$ cat src/hdl/bptm_pkg.sv
// Package for the battery pack table monitor: item kinds, slot record type,
// register indexes and fault masks. No dependencies.
package bptm_pkg;

    localparam int ID_W = 29;

    typedef enum logic [1:0] {
        KIND_STATUS  = 2'd0,
        KIND_FLAGS   = 2'd1,
        KIND_REFRESH = 2'd2,
        KIND_POWER   = 2'd3
    } kind_t;

    typedef enum logic [1:0] {
        REG_ID_MASK   = 2'd0,
        REG_TIMEOUT   = 2'd1,
        REG_IDLE      = 2'd2,
        REG_DISCHARGE = 2'd3
    } reg_idx_t;

    typedef struct packed {
        logic [ID_W-1:0] id;
        logic [7:0]      charge;
        logic            running;
        logic [1:0]      mode;
        logic [15:0]     faults;
        logic [31:0]     stamp;
    } slot_t;

    typedef enum logic [3:0] {
        ST_IDLE,
        ST_SCAN_RD,
        ST_SCAN,
        ST_WRITE,
        ST_DIV,
        ST_OUT
    } state_t;

    localparam logic [11:0] OVERHEAT_MASK = 12'h078;
    localparam logic [11:0] WARNING_MASK  = 12'hF87;

endpackage

$ cat src/hdl/bptm_slot_ram.sv
// Slot memory of the battery pack monitor: one write port, one registered
// read port. Uses bptm_pkg for the slot record.
module bptm_slot_ram #(
    parameter int DEPTH = 2,
    parameter int AW    = 1
) (
    input  logic               clk,
    input  logic               we,
    input  logic [AW-1:0]      waddr,
    input  bptm_pkg::slot_t    wdata,
    input  logic [AW-1:0]      raddr,
    output bptm_pkg::slot_t    rdata
);
    import bptm_pkg::*;

    slot_t mem [DEPTH];

    always_ff @(posedge clk)
    begin
        if (we)
        begin
            mem[waddr] <= wdata;
        end
        rdata <= mem[raddr];
    end

endmodule

$ cat src/hdl/bptm_divider.sv
// Restoring divider for the charge average: one quotient bit per cycle.
// Uses nothing outside this file.
module bptm_divider #(
    parameter int NW = 12,
    parameter int DW = 5
) (
    input  logic          clk,
    input  logic          rst_n,
    input  logic          start,
    input  logic [NW-1:0] dividend,
    input  logic [DW-1:0] divisor,
    output logic          busy,
    output logic [NW-1:0] quotient
);
    localparam int CW = $clog2(NW + 1);

    logic [NW-1:0] quot_reg, quot_next;
    logic [DW:0]   rem_reg, rem_next;
    logic [CW-1:0] cnt_reg, cnt_next;
    logic [DW-1:0] div_reg, div_next;
    logic          busy_reg, busy_next;
    logic [DW:0]   trial;

    always_comb
    begin
        quot_next = quot_reg;
        rem_next  = rem_reg;
        cnt_next  = cnt_reg;
        div_next  = div_reg;
        busy_next = busy_reg;
        trial     = {rem_reg[DW-1:0], quot_reg[NW-1]};
        if (start)
        begin
            quot_next = dividend;
            rem_next  = '0;
            div_next  = divisor;
            cnt_next  = CW'(NW);
            busy_next = 1'b1;
        end
        else if (busy_reg)
        begin
            if (trial >= {1'b0, div_reg})
            begin
                rem_next  = trial - {1'b0, div_reg};
                quot_next = {quot_reg[NW-2:0], 1'b1};
            end
            else
            begin
                rem_next  = trial;
                quot_next = {quot_reg[NW-2:0], 1'b0};
            end
            cnt_next = cnt_reg - 1'b1;
            if (cnt_reg == CW'(1))
            begin
                busy_next = 1'b0;
            end
        end
    end

    always_ff @(posedge clk or negedge rst_n)
    begin
        if (!rst_n)
        begin
            busy_reg <= 1'b0;
            cnt_reg  <= '0;
        end
        else
        begin
            busy_reg <= busy_next;
            cnt_reg  <= cnt_next;
        end
    end

    always_ff @(posedge clk)
    begin
        quot_reg <= quot_next;
        rem_reg  <= rem_next;
        div_reg  <= div_next;
    end

    assign busy     = busy_reg;
    assign quotient = quot_reg;

endmodule

$ cat src/hdl/battery_pack_table_monitor.sv
// Top level of the battery pack table monitor: sequencer, slot scan and
// merged status. Depends on bptm_pkg, bptm_slot_ram and bptm_divider.
//
// One item at a time. Each accepted item scans every slot out of the slot
// memory (one read per cycle, read data registered), then writes back at
// most one slot per cycle. A refresh then runs the average divider on the
// charge sum (8+clog2(PACKS+1) bits); a refresh with no running pack skips
// the divider. The result sits in an output register; the next item is
// taken once it has been transferred. Claimed bits and written bits of the
// slots are flip-flops cleared at reset; a slot that was never written reads
// as its reset contents.
module battery_pack_table_monitor #(
    parameter int PACKS = 2
) (
    input  logic        clk,
    input  logic        rst_n,
    input  logic        cfg_we,
    input  logic [1:0]  cfg_index,
    input  logic [28:0] cfg_data,
    input  logic        in_valid,
    output logic        in_stall,
    input  logic [1:0]  kind,
    input  logic [28:0] frame_id,
    input  logic [15:0] word2,
    input  logic [15:0] word3,
    input  logic [31:0] now_ms,
    input  logic        power_on,
    output logic        out_valid,
    input  logic        out_stall,
    output logic [7:0]  soc_average,
    output logic [11:0] event_bits,
    output logic        overheat,
    output logic        warning,
    output logic        system_started,
    output logic        send_command,
    output logic [2:0]  command_byte
);
    import bptm_pkg::*;

    localparam int AW = (PACKS > 1) ? $clog2(PACKS) : 1;
    localparam int CW = $clog2(PACKS + 1);
    localparam int SW = 8 + CW;
    localparam logic [1:0] IDLE_CODE_RESET = 2'd0;

    // Configuration.
    logic [28:0] id_mask_reg;
    logic [15:0] timeout_reg;
    logic [1:0]  idle_reg, dis_reg;

    always_ff @(posedge clk or negedge rst_n)
    begin
        if (!rst_n)
        begin
            id_mask_reg <= 29'h1FFFFFFF;
            timeout_reg <= 16'd500;
            idle_reg    <= IDLE_CODE_RESET;
            dis_reg     <= 2'd1;
        end
        else if (cfg_we)
        begin
            unique case (reg_idx_t'(cfg_index))
                REG_ID_MASK:   id_mask_reg <= cfg_data;
                REG_TIMEOUT:   timeout_reg <= cfg_data[15:0];
                REG_IDLE:      idle_reg    <= cfg_data[1:0];
                REG_DISCHARGE: dis_reg     <= cfg_data[1:0];
                default:       ;
            endcase
        end
    end

    // Item latch.
    kind_t       kind_reg;
    logic [28:0] key_reg;
    logic [15:0] w2_reg, w3_reg;
    logic [31:0] now_reg;
    logic        on_reg;

    state_t state_reg, state_next;
    logic [CW-1:0] idx_reg;
    logic [PACKS-1:0] valid_reg;
    logic [PACKS-1:0] init_reg;
    logic [PACKS-1:0] mvalid_raw;

    // Scan accumulators.
    logic          match_found_reg, free_found_reg;
    logic [AW-1:0] match_idx_reg, free_idx_reg;
    logic          all_run_reg, all_stop_reg, all_dis_reg, all_idle_reg;
    logic [15:0]   flags_reg;
    logic [SW-1:0] sum_reg;
    logic [CW-1:0] cnt_reg;
    logic [PACKS-1:0] stale_reg;
    logic          pw_all_run, pw_all_stop, pw_all_dis, pw_all_idle;
    logic          cur_stale;
    logic          div_start_done_reg;

    // Record of the slot that a status or flags frame lands in, captured
    // while the scan passes over it.
    slot_t tgt_rec_reg;

    // Merged status and output registers.
    logic [7:0]  soc_reg;
    logic [11:0] ev_reg;
    logic        oh_reg, warn_reg, started_reg;
    logic        send_reg;
    logic [2:0]  cmd_reg;
    logic        out_valid_reg;

    // Memory.
    logic          ram_we;
    logic [AW-1:0] ram_waddr, ram_raddr;
    slot_t         ram_wdata, ram_rdata, cur;
    logic [AW-1:0] rd_idx_reg;

    bptm_slot_ram #(.DEPTH(PACKS), .AW(AW)) u_ram (
        .clk   (clk),
        .we    (ram_we),
        .waddr (ram_waddr),
        .wdata (ram_wdata),
        .raddr (ram_raddr),
        .rdata (ram_rdata)
    );

    logic          div_start, div_busy;
    logic [SW-1:0] div_q;

    bptm_divider #(.NW(SW), .DW(CW)) u_div (
        .clk      (clk),
        .rst_n    (rst_n),
        .start    (div_start),
        .dividend (sum_reg),
        .divisor  (cnt_reg),
        .busy     (div_busy),
        .quotient (div_q)
    );

    assign mvalid_raw = valid_reg;

    // A slot that was never written reads as its reset contents.
    always_comb
    begin
        cur = ram_rdata;
        if (!init_reg[rd_idx_reg])
        begin
            cur.id      = '0;
            cur.charge  = '0;
            cur.running = 1'b0;
            cur.mode    = IDLE_CODE_RESET;
            cur.faults  = '0;
            cur.stamp   = '0;
        end
    end

    logic          accept;
    logic          last_idx;
    logic [AW-1:0] tgt_idx;
    logic [31:0]   age;
    logic          scan_done;

    assign accept    = in_valid && !in_stall;
    assign in_stall  = (state_reg != ST_IDLE) || out_valid_reg;
    assign age       = now_reg - cur.stamp;
    // The read data is registered and trails the read address, so the last slot
    // is on cur once the address counter has reached PACKS.
    assign last_idx  = (idx_reg == CW'(PACKS));
    assign scan_done = (idx_reg == CW'(PACKS));

    always_comb
    begin
        priority if (match_found_reg)
            tgt_idx = match_idx_reg;
        else if (free_found_reg)
            tgt_idx = free_idx_reg;
        else
            tgt_idx = '0;
    end

    // Next state.
    always_comb
    begin
        state_next = state_reg;
        unique case (state_reg)
            ST_IDLE:    if (accept) state_next = ST_SCAN_RD;
            ST_SCAN_RD: state_next = ST_SCAN;
            ST_SCAN:
            begin
                if (last_idx)
                begin
                    priority if (kind_reg == KIND_REFRESH)
                        state_next = ST_WRITE;
                    else if (kind_reg == KIND_POWER)
                        state_next = ST_OUT;
                    else
                        state_next = ST_WRITE;
                end
            end
            ST_WRITE:
            begin
                if (kind_reg != KIND_REFRESH)
                    state_next = ST_OUT;
                else if (scan_done)
                    state_next = ST_DIV;
            end
            ST_DIV:     if (!div_start && !div_busy) state_next = ST_OUT;
            ST_OUT:     state_next = ST_IDLE;
            default:    state_next = ST_IDLE;
        endcase
    end

    // Memory port control.
    always_comb
    begin
        ram_raddr = idx_reg[AW-1:0];
        ram_we    = 1'b0;
        ram_waddr = tgt_idx;
        ram_wdata = tgt_rec_reg;
        if (state_reg == ST_WRITE)
        begin
            unique case (kind_reg)
                KIND_STATUS:
                begin
                    ram_we = 1'b1;
                    ram_wdata.charge  = w2_reg[7:0];
                    ram_wdata.id      = key_reg;
                    ram_wdata.running = 1'b1;
                    ram_wdata.stamp   = now_reg;
                end
                KIND_FLAGS:
                begin
                    ram_we = 1'b1;
                    ram_wdata.faults = w3_reg;
                    ram_wdata.mode   = {w3_reg[12], w3_reg[13]};
                end
                KIND_REFRESH:
                begin
                    // A stale slot is cleared to zero with its mode set to the idle code.
                    if (!scan_done && stale_reg[idx_reg[AW-1:0]])
                    begin
                        ram_we         = 1'b1;
                        ram_waddr      = idx_reg[AW-1:0];
                        ram_wdata      = '0;
                        ram_wdata.mode = idle_reg;
                    end
                end
                default: ;
            endcase
        end
        div_start = (state_reg == ST_DIV) && (cnt_reg != '0) && !div_start_done_reg;
    end

    always_ff @(posedge clk or negedge rst_n)
    begin
        if (!rst_n)
        begin
            state_reg          <= ST_IDLE;
            valid_reg          <= '0;
            init_reg           <= '0;
            out_valid_reg      <= 1'b0;
            soc_reg            <= '0;
            ev_reg             <= '0;
            oh_reg             <= 1'b0;
            warn_reg           <= 1'b0;
            started_reg        <= 1'b0;
            idx_reg            <= '0;
            div_start_done_reg <= 1'b0;
        end
        else
        begin
            state_reg <= state_next;
            if (ram_we)
                init_reg[ram_waddr] <= 1'b1;
            if (out_valid_reg && !out_stall)
                out_valid_reg <= 1'b0;
            unique case (state_reg)
                ST_IDLE:
                begin
                    idx_reg <= '0;
                    div_start_done_reg <= 1'b0;
                end
                ST_SCAN_RD: idx_reg <= idx_reg + 1'b1;
                ST_SCAN:
                begin
                    if (!last_idx)
                        idx_reg <= idx_reg + 1'b1;
                    else
                        idx_reg <= '0;
                    if (last_idx && kind_reg == KIND_POWER)
                    begin
                        if (on_reg)
                        begin
                            if (!pw_all_run && !pw_all_dis) ;
                            else started_reg <= 1'b1;
                        end
                        else if (pw_all_stop && pw_all_idle)
                        begin
                            started_reg <= 1'b0;
                            soc_reg     <= '0;
                            oh_reg      <= 1'b0;
                            warn_reg    <= 1'b1;
                        end
                    end
                end
                ST_WRITE:
                begin
                    if (kind_reg == KIND_STATUS)
                        valid_reg[tgt_idx] <= 1'b1;
                    if (kind_reg == KIND_REFRESH && !scan_done)
                    begin
                        idx_reg <= idx_reg + 1'b1;
                        if (stale_reg[idx_reg[AW-1:0]])
                            valid_reg[idx_reg[AW-1:0]] <= 1'b0;
                    end
                    if (kind_reg == KIND_REFRESH && scan_done)
                    begin
                        ev_reg   <= flags_reg[11:0];
                        oh_reg   <= (flags_reg[11:0] & OVERHEAT_MASK) != '0;
                        warn_reg <= (flags_reg[11:0] & WARNING_MASK) != '0;
                    end
                end
                ST_DIV:
                begin
                    if (div_start)
                        div_start_done_reg <= 1'b1;
                    if (state_next == ST_OUT)
                        soc_reg <= (cnt_reg == '0) ? 8'd0 : div_q[7:0];
                end
                ST_OUT:  out_valid_reg <= 1'b1;
                default: ;
            endcase
        end
    end

    // Power decision flags including the slot read in the final scan cycle.
    assign pw_all_run  = all_run_reg && cur.running;
    assign pw_all_stop = all_stop_reg && !cur.running;
    assign pw_all_dis  = all_dis_reg && (cur.mode == dis_reg);
    assign pw_all_idle = all_idle_reg && (cur.mode == idle_reg);

    // Refresh: a stale slot is cleared; the merge uses post-clear contents.
    assign cur_stale = age > {16'd0, timeout_reg};

    always_ff @(posedge clk)
    begin
        if (accept)
        begin
            kind_reg <= kind_t'(kind);
            key_reg  <= frame_id & id_mask_reg;
            w2_reg   <= word2;
            w3_reg   <= word3;
            now_reg  <= now_ms;
            on_reg   <= power_on;
            match_found_reg <= 1'b0;
            free_found_reg  <= 1'b0;
            match_idx_reg   <= '0;
            free_idx_reg    <= '0;
            all_run_reg     <= 1'b1;
            all_stop_reg    <= 1'b1;
            all_dis_reg     <= 1'b1;
            all_idle_reg    <= 1'b1;
            flags_reg       <= '0;
            sum_reg         <= '0;
            cnt_reg         <= '0;
            stale_reg       <= '0;
        end
        if (state_reg == ST_SCAN)
        begin
            if (mvalid_raw[rd_idx_reg] && cur.id == key_reg && !match_found_reg)
            begin
                match_found_reg <= 1'b1;
                match_idx_reg   <= rd_idx_reg;
            end
            if (!mvalid_raw[rd_idx_reg] && !free_found_reg)
            begin
                free_found_reg <= 1'b1;
                free_idx_reg   <= rd_idx_reg;
            end
            all_run_reg  <= pw_all_run;
            all_stop_reg <= pw_all_stop;
            all_dis_reg  <= pw_all_dis;
            all_idle_reg <= pw_all_idle;
            if (cur_stale)
            begin
                stale_reg[rd_idx_reg] <= 1'b1;
            end
            else
            begin
                flags_reg <= flags_reg | cur.faults;
                if (cur.running)
                begin
                    sum_reg <= sum_reg + SW'(cur.charge);
                    cnt_reg <= cnt_reg + 1'b1;
                end
            end
            // Slot 0 is the fallback target; a later first match or an
            // earlier-unseen free slot takes over in the same order as tgt_idx.
            if (rd_idx_reg == '0)
                tgt_rec_reg <= cur;
            else if (!match_found_reg && mvalid_raw[rd_idx_reg] && cur.id == key_reg)
                tgt_rec_reg <= cur;
            else if (!match_found_reg && !free_found_reg && !mvalid_raw[rd_idx_reg])
                tgt_rec_reg <= cur;
        end
        rd_idx_reg <= ram_raddr;
        if (state_reg == ST_SCAN && last_idx)
        begin
            if (kind_reg == KIND_POWER)
            begin
                send_reg <= 1'b0;
                cmd_reg  <= '0;
                if (on_reg)
                begin
                    if (!pw_all_run && !pw_all_dis)
                    begin
                        send_reg <= 1'b1;
                        cmd_reg  <= {dis_reg, 1'b1};
                    end
                end
                else if (!pw_all_stop || !pw_all_idle)
                begin
                    send_reg <= 1'b1;
                    cmd_reg  <= {idle_reg, 1'b0};
                end
            end
            else
            begin
                send_reg <= 1'b0;
                cmd_reg  <= '0;
            end
        end
    end

    assign out_valid      = out_valid_reg;
    assign soc_average    = soc_reg;
    assign event_bits     = ev_reg;
    assign overheat       = oh_reg;
    assign warning        = warn_reg;
    assign system_started = started_reg;
    assign send_command   = send_reg;
    assign command_byte   = cmd_reg;

endmodule

$ cat config.mk
export PLATFORM = sky130hd
export DESIGN_NAME = battery_pack_table_monitor
export DESIGN_NICKNAME = d
export VERILOG_FILES = /design/src/hdl/bptm_pkg.sv /design/src/hdl/bptm_slot_ram.sv /design/src/hdl/bptm_divider.sv /design/src/hdl/battery_pack_table_monitor.sv
export SDC_FILE = /design/constraint.sdc
export NUM_CORES = 1
export LEC_CHECK = 0
export BUFFER_PORTS_ARGS = -buffer_cell sky130_fd_sc_hd__buf_2
export CORE_MARGIN = 5
export CORE_UTILIZATION = 40
export CTS_BUF_LIST = sky130_fd_sc_hd__clkbuf_2
export CTS_CLUSTER_SIZE = 20
export DETAILED_ROUTE_END_ITERATION = 7
export SKIP_LAST_GASP = 1
export SYNTH_ARGS = -nofsm -noshare
export SYNTH_HDL_FRONTEND = slang
export SYNTH_SLANG_ARGS = --single-unit
export TNS_END_PERCENT = 50
$ cat constraint.sdc
create_clock -name clk -period 7.3 [get_ports clk]
set_input_delay 0.73 -clock clk [delete_from_list [all_inputs] [get_ports clk]]
set_output_delay 0.73 -clock clk [all_outputs]
set_load 0.01 [all_outputs]
==> results.env, run 1 <==
LEAKAGE_nW=11.41
CTS-BUFFERS-INSERTED=147
START_UTIL_PCT=40.33
PLACEMENT_ROWS=89
CELLPOWERDENSITY_mW_PER_MM2=277.7
LAYOUT_MIN_CYCLE_TIME_PS=6130
TIMING.FINAL.SETUP_VIOLATIONS=0
SYNTH_TOP_AREA_SHARE_PCT=45.16
CTS_ROOT_BUF='clkbuf_2'
CRITPATHSLOWESTCELL='nor4_1'
MAX_FREQ_GHz=0.1631
VIAS_PER_CELL=5.034
DIE_H_UM=253.9
GRT_SETUP_UNREPAIRED='no'
WORST_CLOCK_SKEW_PS=95.40
AREA_OF_THE_MULTI_INPUT_GATES_MM2=0.007795
LAYOUT_WORST_PATH_CYCLE_SHARE_PCT=83.97
CTS_HTREE_LEVELS=4
SYNTHTOPCELLSBYAREA='edfxtp_1 45%, dfxtp_1 9.8%, mux2_2 7.5%'
WORSTMARGINPINSLEW_PS=1196
NETLIST_AREA_MM2=0.02380
YOSYS_WARNINGS=0
SYNTH.CELLS.MOST_FREQUENT='358 x edfxtp_1, 158 x mux2_2, 141 x nand2_1'
ASYNCSETRESETFLOPFRACSYNTH_PCT=15.78
SYNTH_CELLS=1782
PATH_BUF_INV=0
FLOORPLAN.DIE_AREA_MM2=0.06449
WIRE_LENGTH_OF_THE_FIRST_GLOBAL_ROUTING_PASS_UM=88820
MAX_SLEW_MARGIN_PCT=19.24
GRT.OVERFLOW.TOTAL=0
CRIT_TYPE='flop to flop'
PORT_BUFFERS=150
SYNTH.LIB_CELLS_USED.DISTINCT=74
SYN_NETS=1986
FIRST_GLOBAL_VIAS=16470
ROUTE.DETAILED.DRC=0
ENDPOINT_ARRIVAL_TIME_ON_THE_CRITICAL_PATH_PS=7300
SLEW_VIOL_FINAL=0
FIN_NETS=2375
LARGEST_NET_DEGREE_AT_THE_START_OF_GLOBAL_ROUTING=73
SYNTH_TOP_FLOP_CELL='edfxtp_1'
MAXCAPVIOLCOUNT=0
CLKPWRFRAC_PCT=28.8
CORE_REGION_AREA_MM2=0.05902
SYNTH-SEQ-AREA-SHARE_PCT=64.55
TRITONCTS_CLOCK_TREE='done'
ANTENNA_FOUND_INITIAL=4
ROUTE.ANTENNA.REMAINING_NETS=0
CRITICAL-PATH-TOP-DELAY-FAMILY='simple AND/OR/NAND/NOR gates'
FLIP_FLOP_COUNT_OF_THE_LARGEST_REGISTER_AFTER_LAYOUT=168
TIMING.CRITICAL_PATH.CELLS='mux2_2, and2_1, ha_1, fa_1, nand2b_1, a21oi_2, o21ai_0, nand2_1, a21o_1, a21oi_1, xnor2_1, ha_1, and4_1, nand2_1, nor3_1, o211ai_1, nor4_1, nand3b_1, a32o_1'
FILLERINSTANCES=5343
FLOW.AREA_GROWTH_FROM_SYNTHESIS_PCT=18.92
CLKSLEWWORSTSETUPHOLDPATHS_PS=100
GR-USAGE-ALL-LAYERS_PCT=17.69
CP_LAUNCH_TYPE='flop'
FINAL_HOLD_VIOL_COUNT=0
WORSTPATHMAXFANOUT=24
SYNTH_MOST_COMMON_CELL='edfxtp_1'
FIN_WORST_HOLD_SLACK_PS=164.0
CTS_RESIZED=0
END_KIND='flop'
MIN-DELAY-PATH-CLASS='primary input to flop'
DP_HPWL_UM=35860
TIMING.CRITICAL_PATH.REQUIRED_PS=8470
DIE_W_UM=253.9
WORSTSKEWPAIRLATENCY_PS=1310
DRT-INITIAL-DRC-COUNT=703
GLOBALPLACE.CONGESTION=0.9035
CTS.SINKS=564
VIAS=15480
MAX_STAGE_DELAY_PS=790
DRIVE_ABOVE_1_SHARE_PCT=28.07
INTPOWER_W=0.005427
POST_CTS.REPAIR.SETUP_BUFFERS=0
SYNTH_AREA_PER_CELL_UM2=13.36
REG2REG_SLACK_PS=1170
LEADING_AREA_CONTRIBUTOR_AFTER_SYNTHESIS='edfxtp_1'
TOP_LEVEL_PORTS=161
FINAL.SETUP.TNS_PS=0
DRT_FIRST_PASS_ITERS=5
FINALWORSTSETUPSLACK_PS=1170
SYNTH_EDF_COUNT=358
OUTCOME='finished, final reports clean'
FINAL-SEQ-AREA_MM2=0.01537
TOTAL_SWITCHING_POWER_W=0.002433
CLOCK_PATH_BUFFERS=3
DRT_WL_TOTAL_UM=57330
DETAILEDPLACE.WORSTSLACK_PS=1068
PEAKVDDDROP_uV=148.5
SYNTH.FF_LATCH_COUNT=564
PWR-SHARE-SEQ_PCT=49.7
WL_PER_CELL_UM=18.64
PWR-SHARE-COMB_PCT=21.5
SWITCHING_SHARE_OF_POWER_PCT=30.96
placed cells by master, fill, tap and decap left out, types with 55 or more instances in the layout:
master           n
nor2_1          55
mux2_2         158
dlygate4sd3_1  146
inv_1          102
edfxtp_1       358
dfxtp_1        117
nand2_1        141
ha_1            70
and2_1          76
a22o_1          84
buf_2          149
clkbuf_2       243
a21oi_1         67
cell families (layout without fill, tap and decap cells):
group | Yosys count | after routing | share of synthesized area [%]
other cells | 1 | 9 | 0.01575
xor+xnor | 46 | 46 | 1.693
flops | 564 | 564 | 64.55
buf+inv | 176 | 688 | 2.923
simple gates | 420 | 420 | 9.125
fa+ha+maj | 72 | 72 | 3.848
compound gates | 326 | 326 | 9.551
mux | 177 | 177 | 8.295
layout make-up:
cell class / instances / share of cell area (%)
antenna: 8 / 0.07072
clock buffer: 243 / 4.297
clock inverter: 29 / 0.7338
inverter: 103 / 1.375
multi-input combinational: 1042 / 27.54
sequential: 564 / 54.29
tap: 773 / 3.417
timing repair buffer: 313 / 8.275
power groups by stage:
stage,clock network [W],registers [W],logic [W]
2_1_floorplan,0,0.00389,0.00122
3_3_place_gp,0,0.00397,0.00160
3_5_place_dp,0,0.00398,0.00162
4_1_cts,0.00236,0.00391,0.00170
5_1_grt,0.00253,0.00394,0.00187
6_report,0.00226,0.00391,0.00169
worst paths after layout:
check,from,to,cells past startpoint
max,rd_idx_reg$_DFF_P_,stale_reg[0]$_DFF_P_,19
min,kind[1],kind_reg[1]$_DFFE_PP_,2
max reg2reg,rd_idx_reg$_DFF_P_,stale_reg[0]$_DFF_P_,19
min reg2reg,u_ram.mem[1][1]$_DFFE_PP_,u_ram.rdata[1]$_DFF_P_,1
max in group asynchronous,rst_n,idx_reg[0]$_DFFE_PN0P_,3
min in group asynchronous,rst_n,timeout_reg[2]$_DFFE_PN1P_,2
layer usage:
metal / up-vias / GRT usage, % / wire length, µm
met5: - / 0 / 0
met2: 346 / 29.77 / 28230
met3: 74 / 4.145 / 2681
met1: 7600 / 22.49 / 25430
met4: 0 / 6.321 / 985
li1: 7461 / - / -
metrics by stage:
step / instances / util, % / total power [W] / instance area [µm²]
3_5_place_dp: 2649 / 43.04 / 0.005601 / 25400
6_report: 3075 / 47.96 / 0.007860 / 28310
3_3_place_gp: 2649 / 43.04 / 0.005571 / 25400
5_1_grt: 3072 / 47.95 / 0.008343 / 28300
2_1_floorplan: 1782 / - / 0.005111 / 23800
4_1_cts: 3067 / 47.93 / 0.007966 / 28290
what timing repair did:
item	CTS	global route
hold endpoints to repair	244	0
hold buffers	146	0
setup endpoints to repair	0	0
No activity file was read; power rests on OpenSTA's default activity.
==> run 2: changes to the inputs <==
==> constraint.sdc (replaced) <==
create_clock -name clk -period 6.05 [get_ports clk]
set_input_delay 0.605 -clock clk [delete_from_list [all_inputs] [get_ports clk]]
set_output_delay 0.605 -clock clk [all_outputs]
set_load 0.01 [all_outputs]
==> run 2 against run 1 <==
  * Total power grew 23%
  * Register-to-register slack lost 780 ps
  * Clock power grew 24%
  * Sequential cell count is the same
  * Sequential power grew 20%
  * Critical path depth grew 1
  * Worst hold slack gained 41 ps
  * Maximum frequency grew 8.3%
  * Non-clock buffer count grew 83
  * Wire length grew 2.1%
  * Sequential share of layout area shrank 1.7 points
==> results.env, run 2 (synthesis results as in run 1) <==
FIN_NETS=2458  # +3.5%
END_KIND='flop'
WIRE_LENGTH_OF_THE_FIRST_GLOBAL_ROUTING_PASS_UM=92430  # +4.1%
MAX_FREQ_GHz=0.1767  # +8.3%
ENDPOINT_ARRIVAL_TIME_ON_THE_CRITICAL_PATH_PS=6810  # -490 ps
FINAL.SETUP.TNS_PS=0  # unchanged
FINALWORSTSETUPSLACK_PS=389.9  # -780.4 ps
WORSTPATHMAXFANOUT=15  # -38%
WORST_CLOCK_SKEW_PS=118.1  # +22.66 ps
TOTAL_POWER_W=0.009640  # +23%
MOSTFREQUENTLAYOUTCELL='edfxtp_1'
FINAL-SEQ-AREA_MM2=0.01537  # unchanged
SLEW_VIOL_FINAL=0  # unchanged
GRT_SETUP_UNREPAIRED='no'
PORT_BUFFERS=150  # unchanged
TIMING.FINAL.SETUP_VIOLATIONS=0  # unchanged
ANTENNA_FOUND_INITIAL=5  # +1
DRT_WL_TOTAL_UM=58550  # +2.1%
REG2REG_SLACK_PS=390  # -780 ps
DIE_W_UM=253.9  # unchanged
HOLD-PATH-CELL-COUNT=3  # +1
DRT_FIRST_PASS_ITERS=5  # unchanged
CP_LAUNCH_TYPE='flop'
CLOCK_PATH_BUFFERS=3  # unchanged
WL_PER_CELL_UM=18.55  # -0.52%
FILLERINSTANCES=5231  # -2.1%
AREA_OF_THE_MULTI_INPUT_GATES_MM2=0.007795  # unchanged
OUTCOME='finished, final reports clean'
TRITONCTS_CLOCK_TREE='done'
DP_HPWL_UM=35410  # -1.3%
DIE_H_UM=253.9  # unchanged
START_UTIL_PCT=40.33  # unchanged
CRIT_TYPE='flop to flop'
CLKSLEWWORSTSETUPHOLDPATHS_PS=100  # about the same
VIAS=15950  # +3.0%
CTS_HTREE_LEVELS=4  # unchanged
MIN-DELAY-PATH-CLASS='primary input to flop'
TOP_LEVEL_PORTS=161  # unchanged
FLOORPLAN.DIE_AREA_MM2=0.06449  # unchanged
GR-USAGE-ALL-LAYERS_PCT=18.24  # +0.56 points
CTS.SINKS=564  # unchanged
FLIP_FLOP_COUNT_OF_THE_LARGEST_REGISTER_AFTER_LAYOUT=168  # unchanged
FINAL_HOLD_VIOL_COUNT=0  # unchanged
TIMING.REG2REG.WORST_PATH_DEPTH=20  # +1
DRT-INITIAL-DRC-COUNT=859  # +22%
LAYOUT_WORST_PATH_CYCLE_SHARE_PCT=93.56  # +9.6 points
WORST_HOLD_LAUNCH='frame_id[17]'
LEAKAGE_nW=11.76  # +3.1%
CTS_ROOT_BUF='clkbuf_2'
LAYOUT.CELLS.MOST_COMMON_LIST='358 x edfxtp_1, 226 x dlygate4sd3_1, 224 x clkbuf_2, 158 x mux2_2, 149 x buf_2'
MAX_SLEW_MARGIN_PCT=24.42  # +5.2 points
PLACEMENT_ROWS=89  # unchanged
FINISH.INSTANCE_AREA_MM2=0.02924  # +3.3%
R2R-END='sum_reg[5]$_DFF_P_'
GRT.OVERFLOW.TOTAL=0  # unchanged
PLACED_CELL_AREA_MM2=0.02545  # +0.21%
DETAILEDPLACE.WORSTSLACK_PS=447.4  # -620.3 ps
DRIVE_ABOVE_1_SHARE_PCT=26.72  # -1.4 points
ROUTE.ANTENNA.REMAINING_NETS=0  # unchanged
GLOBALPLACE.CONGESTION=0.8613  # -4.7%
PEAKVDDDROP_uV=164.3  # +11%
WORST_HOLD_PATH.ENDPOINT='key_reg[17]$_DFFE_PP_'
CTS-BUFFERS-INSERTED=147  # unchanged
TIMING.CRITICAL_PATH.REQUIRED_PS=7200  # -1270 ps
FIRST_GLOBAL_VIAS=17060  # +3.6%
MAXCAPVIOLCOUNT=0  # unchanged
REG2REG_FROM='rd_idx_reg$_DFF_P_'
CELLPOWERDENSITY_mW_PER_MM2=329.7  # +19%
FLOW.AREA_GROWTH_FROM_SYNTHESIS_PCT=22.83
VIAS_PER_CELL=5.053  # +0.36%
ROUTE.DETAILED.DRC=0  # unchanged
LARGEST_NET_DEGREE_AT_THE_START_OF_GLOBAL_ROUTING=75  # +2.7%
CORE_REGION_AREA_MM2=0.05902  # unchanged
POST-ROUTE-UTIL_PCT=49.54  # +1.6 points
LAYOUT_MIN_CYCLE_TIME_PS=5660  # -469.6 ps
WORSTMARGINPINSLEW_PS=1130  # -65.91 ps
WORSTSKEWPAIRLATENCY_PS=1290  # -20 ps
## run 2: worst max-delay path: stages, from the launching register on
cell	delay, ps
dfxtp_1	540
mux2_2	560
and2_1	250
ha_1	220
fa_1	400
nand2b_1	200
a21oi_2	250
o21ai_0	210
nand2_1	150
a21o_1	120
a21oi_1	70
xnor2_1	140
ha_1	270
and4_1	210
nand2_1	70
nor3_1	190
o211ai_1	190
or4_1	630
nor4b_4	420
buf_4	250
mux2i_1	190
## run 2: how the worst max path moves through the flow
stage                                    endpoint  slack (ps)              startpoint
after CTS                      sum_reg[5]$_DFF_P_         370      rd_idx_reg$_DFF_P_
final                          sum_reg[5]$_DFF_P_         390      rd_idx_reg$_DFF_P_
after global routing           sum_reg[5]$_DFF_P_          30      rd_idx_reg$_DFF_P_
after global placement         sum_reg[2]$_DFF_P_         570      rd_idx_reg$_DFF_P_
after floorplan           init_reg[1]$_DFFE_PN0P_        -340  idx_reg[0]$_DFFE_PN0P_
after detailed placement       sum_reg[2]$_DFF_P_         450      rd_idx_reg$_DFF_P_
## run 2: layer usage
metal  track usage [%]  up-vias  wire length [µm]
met5                 0        -                 0
met1             22.74     7853             25540
met2             31.30      377             29260
li1                  -     7628                 -
met3             3.838       93              2412
met4             7.011        0              1332
## run 2: cell type report
class / instances / area share (%)
multi-input cells: 1042 / 26.66
flip-flops and latches: 564 / 52.56
well taps: 773 / 3.308
clock buffers: 224 / 3.834
inverters: 103 / 1.331
repair buffers: 396 / 11.00
clock inverters: 51 / 1.271
diodes: 4 / 0.03423
## run 2: where the power goes
part	leakage, nW	internal (W)	switching [W]
sequential	5.32	0.00450	0.000212
combinational	5.33	0.000923	0.00120
clock	1.10	0.00122	0.00159
total	11.8	0.00664	0.00300
## run 2: per-stage QoR
| stage | hold slack [ps] | instances |
|---|---|---|
| after floorplan | 309.4 | 1782 |
| after global placement | 415.1 | 2651 |
| after detailed placement | 420.5 | 2651 |
| after CTS | 1.994 | 3153 |
| after global routing | 76.80 | 3157 |
| final | 205.4 | 3157 |
## run 2: repair_timing
| action | in CTS | in global routing |
|---|---|---|
| gates resized for setup | 0 | 0 |
| setup buffers | 0 | 0 |
| hold buffers | 227 | 0 |
| hold endpoints to repair | 241 | 0 |
